## src/design/uer_pkg.sv

```systemverilog
// Shared types and constants for the ultrasonic echo ranger.
`default_nettype none

package uer_pkg;

  // Trigger sequence lengths, in ticks
  localparam int PRE_TICKS   = 2;
  localparam int HIGH_TICKS  = 10;
  localparam int PAUSE_TICKS = 50;

  // Conversion constants
  localparam int US_PER_CM = 58;
  localparam int MM_PER_CM = 10;

  localparam int CM_W = 8;
  localparam int MM_W = 16;
  localparam logic [CM_W-1:0] CM_MAX = 8'd254;
  localparam logic [CM_W-1:0] CM_ERR = 8'd255;
  localparam logic [MM_W-1:0] MM_MAX = 16'hFFFE;
  localparam logic [MM_W-1:0] MM_ERR = 16'hFFFF;

  // Remainder width for the mod-58 running counters
  localparam int REM_W = 6;

  // Configuration port
  localparam int CFG_IDX_W  = 1;
  localparam int CFG_DATA_W = 16;
  localparam int TIMEOUT_W  = 16;
  localparam int THRESH_W   = 8;
  localparam logic [CFG_IDX_W-1:0] REG_TIMEOUT      = 1'b0;
  localparam logic [CFG_IDX_W-1:0] REG_CLOSE_THRESH = 1'b1;
  localparam logic [TIMEOUT_W-1:0] TIMEOUT_RST      = 16'd30000;
  localparam logic [THRESH_W-1:0]  THRESH_RST       = 8'd20;

  localparam int COUNT_WIDTH_DEF = 16;

  // One result item
  typedef struct packed {
    logic            trig;
    logic            busy;
    logic            done;
    logic            fault;
    logic [CM_W-1:0] cm;
    logic [MM_W-1:0] mm;
    logic            near;
  } res_t;

endpackage

`default_nettype wire

```

## src/design/uer_in_stage.sv

```systemverilog
// Input register stage: captures start_req and echo of one accepted item.
`default_nettype none

module uer_in_stage
  import uer_pkg::*;
(
  input  wire logic clk,
  input  wire logic rst_n,
  input  wire logic in_valid,
  output logic      in_ready,
  input  wire logic in_start_req,
  input  wire logic in_echo,
  input  wire logic take,      // downstream can take the held item
  output logic      s1_valid,
  output logic      s1_start,
  output logic      s1_echo
);

  logic valid_r;
  logic start_r;
  logic echo_r;

  assign in_ready = !valid_r || take;

  always_ff @(posedge clk) begin
    if (!rst_n) begin
      valid_r <= 1'b0;
    end else if (in_ready) begin
      valid_r <= in_valid;
    end
  end

  always_ff @(posedge clk) begin
    if (in_valid && in_ready) begin
      start_r <= in_start_req;
      echo_r  <= in_echo;
    end
  end

  assign s1_valid = valid_r;
  assign s1_start = start_r;
  assign s1_echo  = echo_r;

endmodule

`default_nettype wire

```

## src/design/uer_core.sv

```systemverilog
// Ranging sequencer: trigger timing, echo timing, distance counters, result.
`default_nettype none

module uer_core
  import uer_pkg::*;
#(
  parameter int COUNT_WIDTH = COUNT_WIDTH_DEF
)
(
  input  wire logic                  clk,
  input  wire logic                  rst_n,
  input  wire logic                  cfg_we,
  input  wire logic [CFG_IDX_W-1:0]  cfg_idx,
  input  wire logic [CFG_DATA_W-1:0] cfg_wdata,
  input  wire logic                  step,
  input  wire logic                  start,
  input  wire logic                  echo,
  output res_t                       res
);

  localparam int LIM_W = (COUNT_WIDTH > TIMEOUT_W) ? COUNT_WIDTH : TIMEOUT_W;
  localparam logic [LIM_W-1:0] COUNT_MAX = LIM_W'({COUNT_WIDTH{1'b1}});

  typedef enum logic [2:0] {
    PH_IDLE,
    PH_PRE,
    PH_HIGH,
    PH_PAUSE,
    PH_RISE,
    PH_MEAS
  } phase_t;

  logic [TIMEOUT_W-1:0]   timeout_r;
  logic [THRESH_W-1:0]    thresh_r;

  phase_t                 phase_r,     phase_nxt;
  logic [COUNT_WIDTH-1:0] phase_cnt_r, phase_cnt_nxt;
  logic [COUNT_WIDTH-1:0] width_cnt_r, width_cnt_nxt;
  logic [CM_W-1:0]        cm_q_r,      cm_q_nxt;
  logic [REM_W-1:0]       cm_rem_r,    cm_rem_nxt;
  logic [MM_W-1:0]        mm_q_r,      mm_q_nxt;
  logic [REM_W-1:0]       mm_rem_r,    mm_rem_nxt;
  logic [CM_W-1:0]        last_cm_r,   last_cm_nxt;
  logic [MM_W-1:0]        last_mm_r,   last_mm_nxt;
  logic                   last_near_r, last_near_nxt;
  logic                   last_fault_r, last_fault_nxt;

  logic [LIM_W-1:0]       timeout_ext;
  logic [LIM_W-1:0]       lim;
  logic                   lim_zero;
  phase_t                 ph_eff;
  logic [COUNT_WIDTH-1:0] pc_eff;
  logic [COUNT_WIDTH-1:0] pc_inc;
  logic                   trig;
  logic                   busy;
  logic                   fin;
  logic                   fin_err;
  logic [REM_W:0]         mm_rem_sum;

  // Effective timeout: register value limited to what the counters hold
  assign timeout_ext = LIM_W'(timeout_r);
  assign lim         = (timeout_ext < COUNT_MAX) ? timeout_ext : COUNT_MAX;
  assign lim_zero    = (lim == '0);

  assign mm_rem_sum  = {1'b0, mm_rem_r} + (REM_W + 1)'(MM_PER_CM);

  always_comb begin
    ph_eff = phase_r;
    pc_eff = phase_cnt_r;
    if (phase_r == PH_IDLE && start) begin
      ph_eff = PH_PRE;
      pc_eff = '0;
    end
    pc_inc = pc_eff + COUNT_WIDTH'(1);

    phase_nxt     = ph_eff;
    phase_cnt_nxt = pc_eff;
    width_cnt_nxt = width_cnt_r;
    cm_q_nxt      = cm_q_r;
    cm_rem_nxt    = cm_rem_r;
    mm_q_nxt      = mm_q_r;
    mm_rem_nxt    = mm_rem_r;
    trig          = 1'b0;
    busy          = 1'b0;
    fin           = 1'b0;
    fin_err       = 1'b0;

    case (ph_eff)
      PH_PRE: begin
        busy          = 1'b1;
        phase_cnt_nxt = pc_inc;
        if (pc_inc >= COUNT_WIDTH'(PRE_TICKS)) begin
          phase_nxt     = PH_HIGH;
          phase_cnt_nxt = '0;
        end
      end
      PH_HIGH: begin
        trig          = 1'b1;
        busy          = 1'b1;
        phase_cnt_nxt = pc_inc;
        if (pc_inc >= COUNT_WIDTH'(HIGH_TICKS)) begin
          phase_nxt     = PH_PAUSE;
          phase_cnt_nxt = '0;
        end
      end
      PH_PAUSE: begin
        busy          = 1'b1;
        phase_cnt_nxt = pc_inc;
        if (pc_inc >= COUNT_WIDTH'(PAUSE_TICKS)) begin
          phase_nxt     = PH_RISE;
          phase_cnt_nxt = '0;
        end
      end
      PH_RISE: begin
        if (echo) begin
          if (lim_zero) begin
            fin     = 1'b1;
            fin_err = 1'b1;
          end else begin
            // rise tick is the first high tick: width 1
            busy          = 1'b1;
            phase_nxt     = PH_MEAS;
            width_cnt_nxt = COUNT_WIDTH'(1);
            cm_q_nxt      = '0;
            cm_rem_nxt    = REM_W'(1);
            mm_q_nxt      = '0;
            mm_rem_nxt    = REM_W'(MM_PER_CM);
          end
        end else if (LIM_W'(pc_eff) >= lim) begin
          fin     = 1'b1;
          fin_err = 1'b1;
        end else begin
          busy          = 1'b1;
          phase_cnt_nxt = pc_inc;
        end
      end
      PH_MEAS: begin
        if (!echo) begin
          fin     = 1'b1;
          fin_err = (width_cnt_r == '0);
        end else if (LIM_W'(width_cnt_r) >= lim) begin
          fin     = 1'b1;
          fin_err = 1'b1;
        end else begin
          busy          = 1'b1;
          width_cnt_nxt = width_cnt_r + COUNT_WIDTH'(1);
          // running width/58, saturating
          if (cm_rem_r == REM_W'(US_PER_CM - 1)) begin
            cm_rem_nxt = '0;
            if (cm_q_r != CM_MAX) cm_q_nxt = cm_q_r + CM_W'(1);
          end else begin
            cm_rem_nxt = cm_rem_r + REM_W'(1);
          end
          // running width*10/58, saturating
          if (mm_rem_sum >= (REM_W + 1)'(US_PER_CM)) begin
            mm_rem_nxt = REM_W'(mm_rem_sum - (REM_W + 1)'(US_PER_CM));
            if (mm_q_r != MM_MAX) mm_q_nxt = mm_q_r + MM_W'(1);
          end else begin
            mm_rem_nxt = REM_W'(mm_rem_sum);
          end
        end
      end
      default: begin
        phase_nxt     = PH_IDLE;
        phase_cnt_nxt = '0;
      end
    endcase

    last_cm_nxt    = last_cm_r;
    last_mm_nxt    = last_mm_r;
    last_near_nxt  = last_near_r;
    last_fault_nxt = last_fault_r;
    if (fin) begin
      phase_nxt     = PH_IDLE;
      phase_cnt_nxt = '0;
      if (fin_err) begin
        last_cm_nxt    = CM_ERR;
        last_mm_nxt    = MM_ERR;
        last_near_nxt  = 1'b0;
        last_fault_nxt = 1'b1;
      end else begin
        last_cm_nxt    = cm_q_r;
        last_mm_nxt    = mm_q_r;
        last_near_nxt  = (cm_q_r <= thresh_r);
        last_fault_nxt = 1'b0;
      end
    end
  end

  always_ff @(posedge clk) begin
    if (!rst_n) begin
      timeout_r    <= TIMEOUT_RST;
      thresh_r     <= THRESH_RST;
      phase_r      <= PH_IDLE;
      phase_cnt_r  <= '0;
      width_cnt_r  <= '0;
      cm_q_r       <= '0;
      cm_rem_r     <= '0;
      mm_q_r       <= '0;
      mm_rem_r     <= '0;
      last_cm_r    <= CM_ERR;
      last_mm_r    <= MM_ERR;
      last_near_r  <= 1'b0;
      last_fault_r <= 1'b1;
    end else begin
      if (cfg_we) begin
        case (cfg_idx)
          REG_TIMEOUT:      timeout_r <= cfg_wdata[TIMEOUT_W-1:0];
          REG_CLOSE_THRESH: thresh_r  <= cfg_wdata[THRESH_W-1:0];
          default: ;
        endcase
      end
      if (step) begin
        phase_r      <= phase_nxt;
        phase_cnt_r  <= phase_cnt_nxt;
        width_cnt_r  <= width_cnt_nxt;
        cm_q_r       <= cm_q_nxt;
        cm_rem_r     <= cm_rem_nxt;
        mm_q_r       <= mm_q_nxt;
        mm_rem_r     <= mm_rem_nxt;
        last_cm_r    <= last_cm_nxt;
        last_mm_r    <= last_mm_nxt;
        last_near_r  <= last_near_nxt;
        last_fault_r <= last_fault_nxt;
      end
    end
  end

  always_comb begin
    res.trig  = trig;
    res.busy  = busy && !fin;
    res.done  = fin;
    res.fault = last_fault_nxt;
    res.cm    = last_cm_nxt;
    res.mm    = last_mm_nxt;
    res.near  = last_near_nxt;
  end

endmodule

`default_nettype wire

```

## src/design/uer_out_stage.sv

```systemverilog
// Result register stage: holds one result item until the consumer takes it.
`default_nettype none

module uer_out_stage
  import uer_pkg::*;
(
  input  wire logic       clk,
  input  wire logic       rst_n,
  input  wire logic       load_valid,
  input  res_t            res_in,
  output logic            can_take,
  output logic            out_valid,
  input  wire logic       out_ready,
  output logic            out_trig,
  output logic            out_busy_res,
  output logic            out_done_res,
  output logic            out_fault,
  output logic [CM_W-1:0] out_range_cm,
  output logic [MM_W-1:0] out_range_mm,
  output logic            out_near
);

  logic valid_r;
  res_t res_r;

  assign can_take = !valid_r || out_ready;

  always_ff @(posedge clk) begin
    if (!rst_n) begin
      valid_r <= 1'b0;
    end else if (can_take) begin
      valid_r <= load_valid;
    end
  end

  always_ff @(posedge clk) begin
    if (load_valid && can_take) begin
      res_r <= res_in;
    end
  end

  assign out_valid    = valid_r;
  assign out_trig     = res_r.trig;
  assign out_busy_res = res_r.busy;
  assign out_done_res = res_r.done;
  assign out_fault    = res_r.fault;
  assign out_range_cm = res_r.cm;
  assign out_range_mm = res_r.mm;
  assign out_near     = res_r.near;

endmodule

`default_nettype wire

```

## src/design/ultrasonic_echo_ranger.sv

```systemverilog
// Top level of the ultrasonic echo ranger.
// Each input item is one microsecond tick carrying a start request and the
// sampled echo level; every item yields exactly one result item with the
// trigger drive, busy/done flags and the last stored measurement (fault,
// cm, mm, near). A start while idle runs 2 low trigger ticks, 10 high
// ticks and a 50-tick pause, then times the echo: the wait for the rise
// and the high width each fault once they pass timeout_us (limited to the
// counter range). Distance comes from running divide-by-58 counters that
// advance with the width count, so cm (saturating at 254) and mm
// (width*10/58, saturating at 65534) are ready the tick the echo falls;
// errors report cm 255, mm 65535, near 0, fault 1.
// Rate: one item per clock while out_ready allows it. An item's result passes
// through the input register, then the sequencer update in uer_core feeding
// the result register, before it can be taken. A stalled result register
// holds the pipeline; the input register still takes one item meanwhile.
// Configuration writes (index 0 timeout_us, index 1 close_threshold_cm)
// take effect at once and are meant for idle periods only.
`default_nettype none

module ultrasonic_echo_ranger
  import uer_pkg::*;
#(
  parameter int COUNT_WIDTH = COUNT_WIDTH_DEF   // 12..24
)
(
  input  wire logic                  clk,
  input  wire logic                  rst_n,
  // configuration
  input  wire logic                  cfg_we,
  input  wire logic [CFG_IDX_W-1:0]  cfg_idx,
  input  wire logic [CFG_DATA_W-1:0] cfg_wdata,
  // input items
  input  wire logic                  in_valid,
  output logic                       in_ready,
  input  wire logic                  in_start_req,
  input  wire logic                  in_echo,
  // result items
  output logic                       out_valid,
  input  wire logic                  out_ready,
  output logic                       out_trig,
  output logic                       out_busy_res,
  output logic                       out_done_res,
  output logic                       out_fault,
  output logic [CM_W-1:0]            out_range_cm,
  output logic [MM_W-1:0]            out_range_mm,
  output logic                       out_near
);

  logic s1_valid;
  logic s1_start;
  logic s1_echo;
  logic can_take;
  logic step;
  res_t res;

  // sequencer state advances exactly when an item moves into the result reg
  assign step = s1_valid && can_take;

  uer_in_stage u_in (
    .clk          (clk),
    .rst_n        (rst_n),
    .in_valid     (in_valid),
    .in_ready     (in_ready),
    .in_start_req (in_start_req),
    .in_echo      (in_echo),
    .take         (can_take),
    .s1_valid     (s1_valid),
    .s1_start     (s1_start),
    .s1_echo      (s1_echo)
  );

  uer_core #(
    .COUNT_WIDTH (COUNT_WIDTH)
  ) u_core (
    .clk       (clk),
    .rst_n     (rst_n),
    .cfg_we    (cfg_we),
    .cfg_idx   (cfg_idx),
    .cfg_wdata (cfg_wdata),
    .step      (step),
    .start     (s1_start),
    .echo      (s1_echo),
    .res       (res)
  );

  uer_out_stage u_out (
    .clk          (clk),
    .rst_n        (rst_n),
    .load_valid   (s1_valid),
    .res_in       (res),
    .can_take     (can_take),
    .out_valid    (out_valid),
    .out_ready    (out_ready),
    .out_trig     (out_trig),
    .out_busy_res (out_busy_res),
    .out_done_res (out_done_res),
    .out_fault    (out_fault),
    .out_range_cm (out_range_cm),
    .out_range_mm (out_range_mm),
    .out_near     (out_near)
  );

endmodule

`default_nettype wire
```

## config.mk

```make
export PLATFORM = sky130hd
export DESIGN_NAME = ultrasonic_echo_ranger
export DESIGN_NICKNAME = d
export VERILOG_FILES = /design/src/design/uer_pkg.sv /design/src/design/uer_in_stage.sv /design/src/design/uer_core.sv /design/src/design/uer_out_stage.sv /design/src/design/ultrasonic_echo_ranger.sv
export SDC_FILE = /design/constraint.sdc
export NUM_CORES = 1
export LEC_CHECK = 0
export BUFFER_PORTS_ARGS = -buffer_cell sky130_fd_sc_hd__buf_2
export CORE_UTILIZATION = 58
export DETAILED_ROUTE_END_ITERATION = 6
export GPL_TIMING_DRIVEN = 0
export PLACE_DENSITY = 0.77
export SLEW_MARGIN = 20
export SYNTH_ARGS = -nofsm -noshare
export SYNTH_HDL_FRONTEND = slang
export SYNTH_SLANG_ARGS = --single-unit
```

## constraint.sdc

```tcl
create_clock -name clk -period 4.4 [get_ports clk]
set_input_delay 1.32 -clock clk [delete_from_list [all_inputs] [get_ports clk]]
set_output_delay 1.32 -clock clk [all_outputs]
set_load 0.05 [all_outputs]
```

# Yosys cells after proc, flatten, opt, wreduce, memory -nomap -nowiden
# Cells that the tools add are included.
# W data, S select, Z words.
word_totals:
  memories: 0
  romBits: 0
  elab_cells: 146
  in_bits: 24
  ramBits: 0
  latch_bits: 0
  register_bits: 154
op_classes:
  addsub: 7
  mul: 0
  n_lt_le_gt_ge: 8
  n_div: 0
  eq_ne: 16
  shifts: 0
  reduce_logical: 19
  bitwise_logic: 1
  mux: 71
op_table:
  columns: ["op", "count"]
  rows:
  - ["$mux W16", 20]
  - ["$pmux W16 S5", 1]
  - ["$mux W8", 8]
  - ["$pmux W16 S2", 2]
  - ["$mux W6", 10]
  - ["$add A16 B1 Y16 const B", 3]
  - ["$ge A16 B16 Y1", 2]
  - ["$logic_not A16 Y1", 2]
  - ["$pmux W6 S2", 2]
  - ["$mux W3", 7]
  - ["$ge A16 B2 Y1 const B", 1]
  - ["$ge A16 B4 Y1 const B", 1]
  - ["$ge A16 B6 Y1 const B", 1]
  - ["$lt A16 B16 Y1 const B", 1]
  - ["$mux W1", 16]
  - ["$ne A16 B16 Y1 const B", 1]
  - ["$pmux W8 S2", 1]
  - ["$reduce_and A8 Y1", 2]
  - ["$pmux W3 S5", 1]
  - ["$add A8 B1 Y8 const B", 1]
  - ["$le A8 B8 Y1", 1]
  - ["$ne A2 B1 Y1 const B", 4]
  - ["$ne A2 B2 Y1 const B", 4]
  - ["$ne A8 B8 Y1 const B", 1]
  - ["19 further kinds", 29]

# Longest topological paths before layout
logic_depth:
  depth_word: 9
  ltp_mapped: 17

# Hierarchy
# Synthesis repeated with hierarchy kept, for this count alone.
hier_totals:
  cells_unflattened: 1035
  hier_area_um2: 8703.3
modules_own_cells:
  columns: ["module", "n_inst", "area_each_um2", "cells_per_inst"]
  rows:
  - ["uer_core", 1, 7651.1, 993]
  - ["uer_out_stage", 1, 928.4, 34]
  - ["uer_in_stage", 1, 117.6, 7]
  - ["ultrasonic_echo_ranger", 1, 6.3, 1]

# Worst setup path before layout
# No wires, ideal clock.
synth_timing:
  kind: "reg2reg"
  from: "register u_core.phase_r[2]"
  to: "register u_core.phase_cnt_r[4]"
  slack_ps: 561
  path_stages_with_launch: 16
  required_ps: 4283
  t_arrival_ps: 3723
  n_path_buf: 4
  setup_time_ps: 117
  path_cell_list: "dfxtp_1 > buf_4 > or4b_4 > buf_2 > and2_0 > clkbuf_1 > ha_1 > a211oi_1 > nor2_1 > or4_1 > a211oi_2 > clkbuf_1 > nand2_1 > a2bb2oi_1 > nor2_1 > o22a_1"
synth_via:
  elab_chain_cells: 8
synth_lines:
  columns: ["item", "line", "source"]
  rows:
  - ["start: declaration", "uer_core.sv:36", "phase_t phase_r, phase_nxt;"]
  - ["start signal: assignment", "uer_core.sv:214", "phase_r <= phase_nxt;"]
  - ["$logic_not A3 Y1", "uer_core.sv:70", "if (phase_r == PH_IDLE && start) begin"]
  - ["$logic_and A1 B1 Y1", "uer_core.sv:70", null]
  - ["$mux W16", "uer_core.sv:70", null]
  - ["$add A16 B1 Y16 / $ge A16 B16 Y1 (equally long branches)", "uer_core.sv:74, uer_core.sv:129", null]
  - ["$ge A16 B6 Y1 (tied with other cells)", "uer_core.sv:109", "if (pc_inc >= COUNT_WIDTH'(PAUSE_TICKS)) begin"]
  - ["$mux W16 (tied with other cells)", "uer_core.sv:109", null]
  - ["$pmux W16 S5 / $pmux W1 S2 (equally long branches)", "uer_core.sv:88", "case (ph_eff)"]
  - ["$mux W16 *", "uer_core.sv:173", "if (fin) begin"]
  - ["end signal: assignment", "uer_core.sv:215", "phase_cnt_r <= phase_cnt_nxt;"]
  - ["end: declaration", "uer_core.sv:37", "logic [COUNT_WIDTH-1:0] phase_cnt_r, phase_cnt_nxt;"]
# Mark *: on every way between the ends. The rest lies on a longest branch, timed or not.
# A chain may end at the register's enable or synchronous reset.

# Worst setup path after layout
layout_timing:
  from: "register u_core.phase_r[2]"
  to: "register u_core.phase_cnt_r[6]"
# The elaborated chain is that of the path after synthesis.

==> results.toml <==
[routing]
wl_per_cell_um = 17.7
routed_via_density = 6.20
drc = 0
ant_nets = 0
firstDrtPassIters = 5
drt-total-wl_um = 22200
detail_route.iter0.violations = 756
vias = 7813

[final_layout]
stdcell_count = 1260
drive_gt1_share_pct = 13.6
postLayoutCellArea_sq_um = 9680
n_antenna_cell = 0
layout_common_cells = "122 x dfxtp_1, 107 x nand2_1, 81 x a21oi_1, 81 x nor2_1, 61 x buf_2"
syn2layout_area_growth_pct = 12.8
mostFrequentLayoutCell = "dfxtp_1"
nNetsFinal = 1138

[cts]
clk_pin_slew_ps = 60
cts_made_buffers = 17
cts_root_buf = "clkbuf_16"
cts-htree-levels = 4
cts.sinks = 153
cts_tree = "done"
clockBufferDepth = 2
postCtsHoldBufs = 0
worstSkewPairLatency_ps = 440

[synth]
synth_nets = 1063
ys_seq_area_share_pct = 39.3
ys_warn_count = 0
syn_area_sq_um = 8580
synthSimpleGateAreaFrac_pct = 20.9
synth_cells = 988
synth_flop_cell = "dfxtp_1"
synth-edff-count = 31
synth_top_family_by_area = "compound AO/OA/AOI/OAI gates"
synth_cell_types = 80
async_reset_ff_share_pct = 0
synth_top_area_share_pct = 28.5
synth_top_area_cell = "dfxtp_1"
yosys.area_share.adder_pct = 7.44
syn_area_per_cell_sq_um = 8.68
synth.area.top_cells = "dfxtp_1 28%, edfxtp_1 11%, ha_1 7.4%, a21oi_1 4.7%, nand2_1 4.7%"
synth_xor_area_share_pct = 3.57
synth_compound_area_share_pct = 23.2
synth-seq-cells = 153
synth.area.mux_share_pct = 0.554

[setup_path]
r2r-end = "u_core.phase_cnt_r[6]"
arrival_ps = 4570
crit_type = "flip-flop to flip-flop"
critPathLaunchType = "flip-flop"
crit_start = "u_core.phase_r[2]"
reg2reg_depth = 16
crit_end = "u_core.phase_cnt_r[6]"
cp-end-kind = "flip-flop"
crit_required_ps = 4720
critPathMaxFanout = 10
rr_startpoint = "u_core.phase_r[2]"
r2r_setup_slack_ps = 160

[sta]
report.final.slew_viol_count = 0
fmax_mhz = 236
finalSetupTns_ps = 0
setup_viol = 0
skew_ps = 7.60
finalHoldViolCount = 0
worst-slew-pin-transition_ps = 1070
slew-limit-headroom_pct = 29.0
min_period_ps = 4240
fin_crit_sh_pct = 96.5
rsz0062_at_grt = "no"

[power_and_ir_drop]
power_density_nw_per_um2 = 328
irDropWorstVdd_v = 0.000236
total_power_w = 0.00317
leakagePower_nw = 3.72

[grt]
grt_antenna_before_repair = 0
grt_pass1_vias = 7266
met2_usage_pct = 50.1
grt.busiest_layer = "met2"
use_met1_pct = 37.6
use_met3_pct = 5.86
grt_pass1_wl_um = 35800
grt_usage_pct = 30.3
grt-ovfl-total = 0
grt_max_degree = 39

[die]
coreArea_sq_um = 14500
dieArea_sq_um = 15300
ios = 55
row_count = 44
die_h_um = 124
die_w_um = 124
start_util_pct = 59.3

[place]
placed_area_sq_um = 9100
port_buffers = 54
dp_cells = 1227
hpwlAfterDp_um = 16200
gp_congestion = 0.960

[job]
drv_cap = 0

[status]
status = "finished clean"

[hold_path]
hp-start = "u_core.thresh_r[7]"
min_path_type = "flip-flop to flip-flop"
==> kinds of logic (layout without fill, tap and decap cells) <==
group | after synthesis | after routing
AO/OA/AOI/OAI | 282 | 282
XOR/XNOR | 35 | 35
adder cells (fa/ha/maj) | 51 | 51
buffers and inverters | 107 | 195
flip-flops | 153 | 153
multiplexers | 4 | 4
AND/OR/NAND/NOR | 356 | 356
==> worst max-delay path, stage by stage (launching register included) <==
cell and delay [ps]:
dfxtp_1 290, buf_4 160, or4b_4 530, buf_2 220, clkbuf_2 230, nand2_1 180
inv_1 70, ha_1 290, a21oi_1 170, nor3_1 50, or4_1 460, a211oi_4 340
clkbuf_1 500, nand2_1 110, o21ai_0 170, a21oi_1 100, a22o_1 250
==> through the flow <==
| stage | hold slack [ps] | setup WS, ps | util (%) |
|---|---|---|---|
| after floorplan | 433 | 561 | - |
| after global placement | 444 | -207 | 62.7 |
| after detailed placement | 452 | -212 | 62.9 |
| after CTS | 464 | 95.4 | 66.8 |
| after global routing | 493 | 3.00 | 66.8 |
| final | 465 | 156 | 66.8 |
==> per-layer routing <==
layer | wire [um] | share of wire, %
met1 | 9690 | 44
met2 | 10600 | 47
met3 | 1280 | 5.8
met4 | 701 | 3.2
met5 | 0 | 0
==> how the worst min path moves through the flow <==
stage | slack, ps | cells after the start | end
CTS | 460 | 2 | u_core.thresh_r[7]
detailed placement | 450 | 2 | u_core.thresh_r[5]
floorplan | 430 | 2 | u_core.last_fault_r
finish | 460 | 2 | u_core.thresh_r[7]
global placement | 440 | 2 | u_core.thresh_r[1]
global route | 490 | 2 | u_core.thresh_r[7]
==> repair_timing <==
action                     CTS  global route
cloned                       0             0
setup buffers                1             0
setup endpoints to repair   61            14
gates resized for setup      1             6
pin swaps                    1             0
==> layout make-up <==
| type | instances | area (sq um) |
|---|---|---|
| inverter | 53 | 199 |
| buffer | 54 | 234 |
| timing repair buffer | 56 | 298 |
| sequential | 153 | 3370 |
| clock buffer | 22 | 464 |
| fill | 1200 | 4800 |
| clock inverter | 10 | 92.6 |
| tap | 184 | 230 |
| multi-input combinational | 728 | 4790 |
==> synthesized netlist by cell type, drive strengths merged (9+ instances only) <==
| master | count |
|---|---|
| edfxtp | 31 |
| nand2b | 9 |
| and3 | 12 |
| clkbuf | 39 |
| a21oi | 81 |
| nor3 | 18 |
| and2 | 17 |
| nand3 | 31 |
| a211oi | 11 |
| nor4 | 11 |
| nand4 | 30 |
| xor2 | 23 |
| nor2 | 81 |
| dfxtp | 122 |
| nand2 | 107 |
| ha | 51 |
| inv | 53 |
| xnor2 | 12 |
| o22a | 25 |
| a21o | 9 |
| buf | 15 |
| o21ai | 47 |
| a21bo | 25 |
| or3 | 10 |
| o211ai | 19 |
==> registers in the layout, summed over array words and instances (netlist names), 3 cells and up <==
| signal | cells |
|---|---|
| u_core.mm_rem_r | 5 |
| u_core.last_cm_r | 8 |
| u_core.phase_cnt_r | 16 |
| u_core.phase_r | 3 |
| u_core.mm_q_r | 16 |
| u_out.out_range_cm | 8 |
| u_core.cm_q_r | 8 |
| u_core.thresh_r | 8 |
| u_core.last_mm_r | 16 |
| u_core.timeout_ext | 16 |
| u_core.width_cnt_r | 16 |
| u_core.cm_rem_r | 6 |
| u_out.out_range_mm | 16 |
==> power breakdown <==
group | total, W | internal [W] | switching (W) | leakage (nW)
registers | 0.00150 | 0.00147 | 0.0000217 | 1.26
logic | 0.000276 | 0.0000950 | 0.000181 | 2.20
clock network | 0.00140 | 0.000808 | 0.000590 | 0.267
Power figures use the tool's default switching activity.
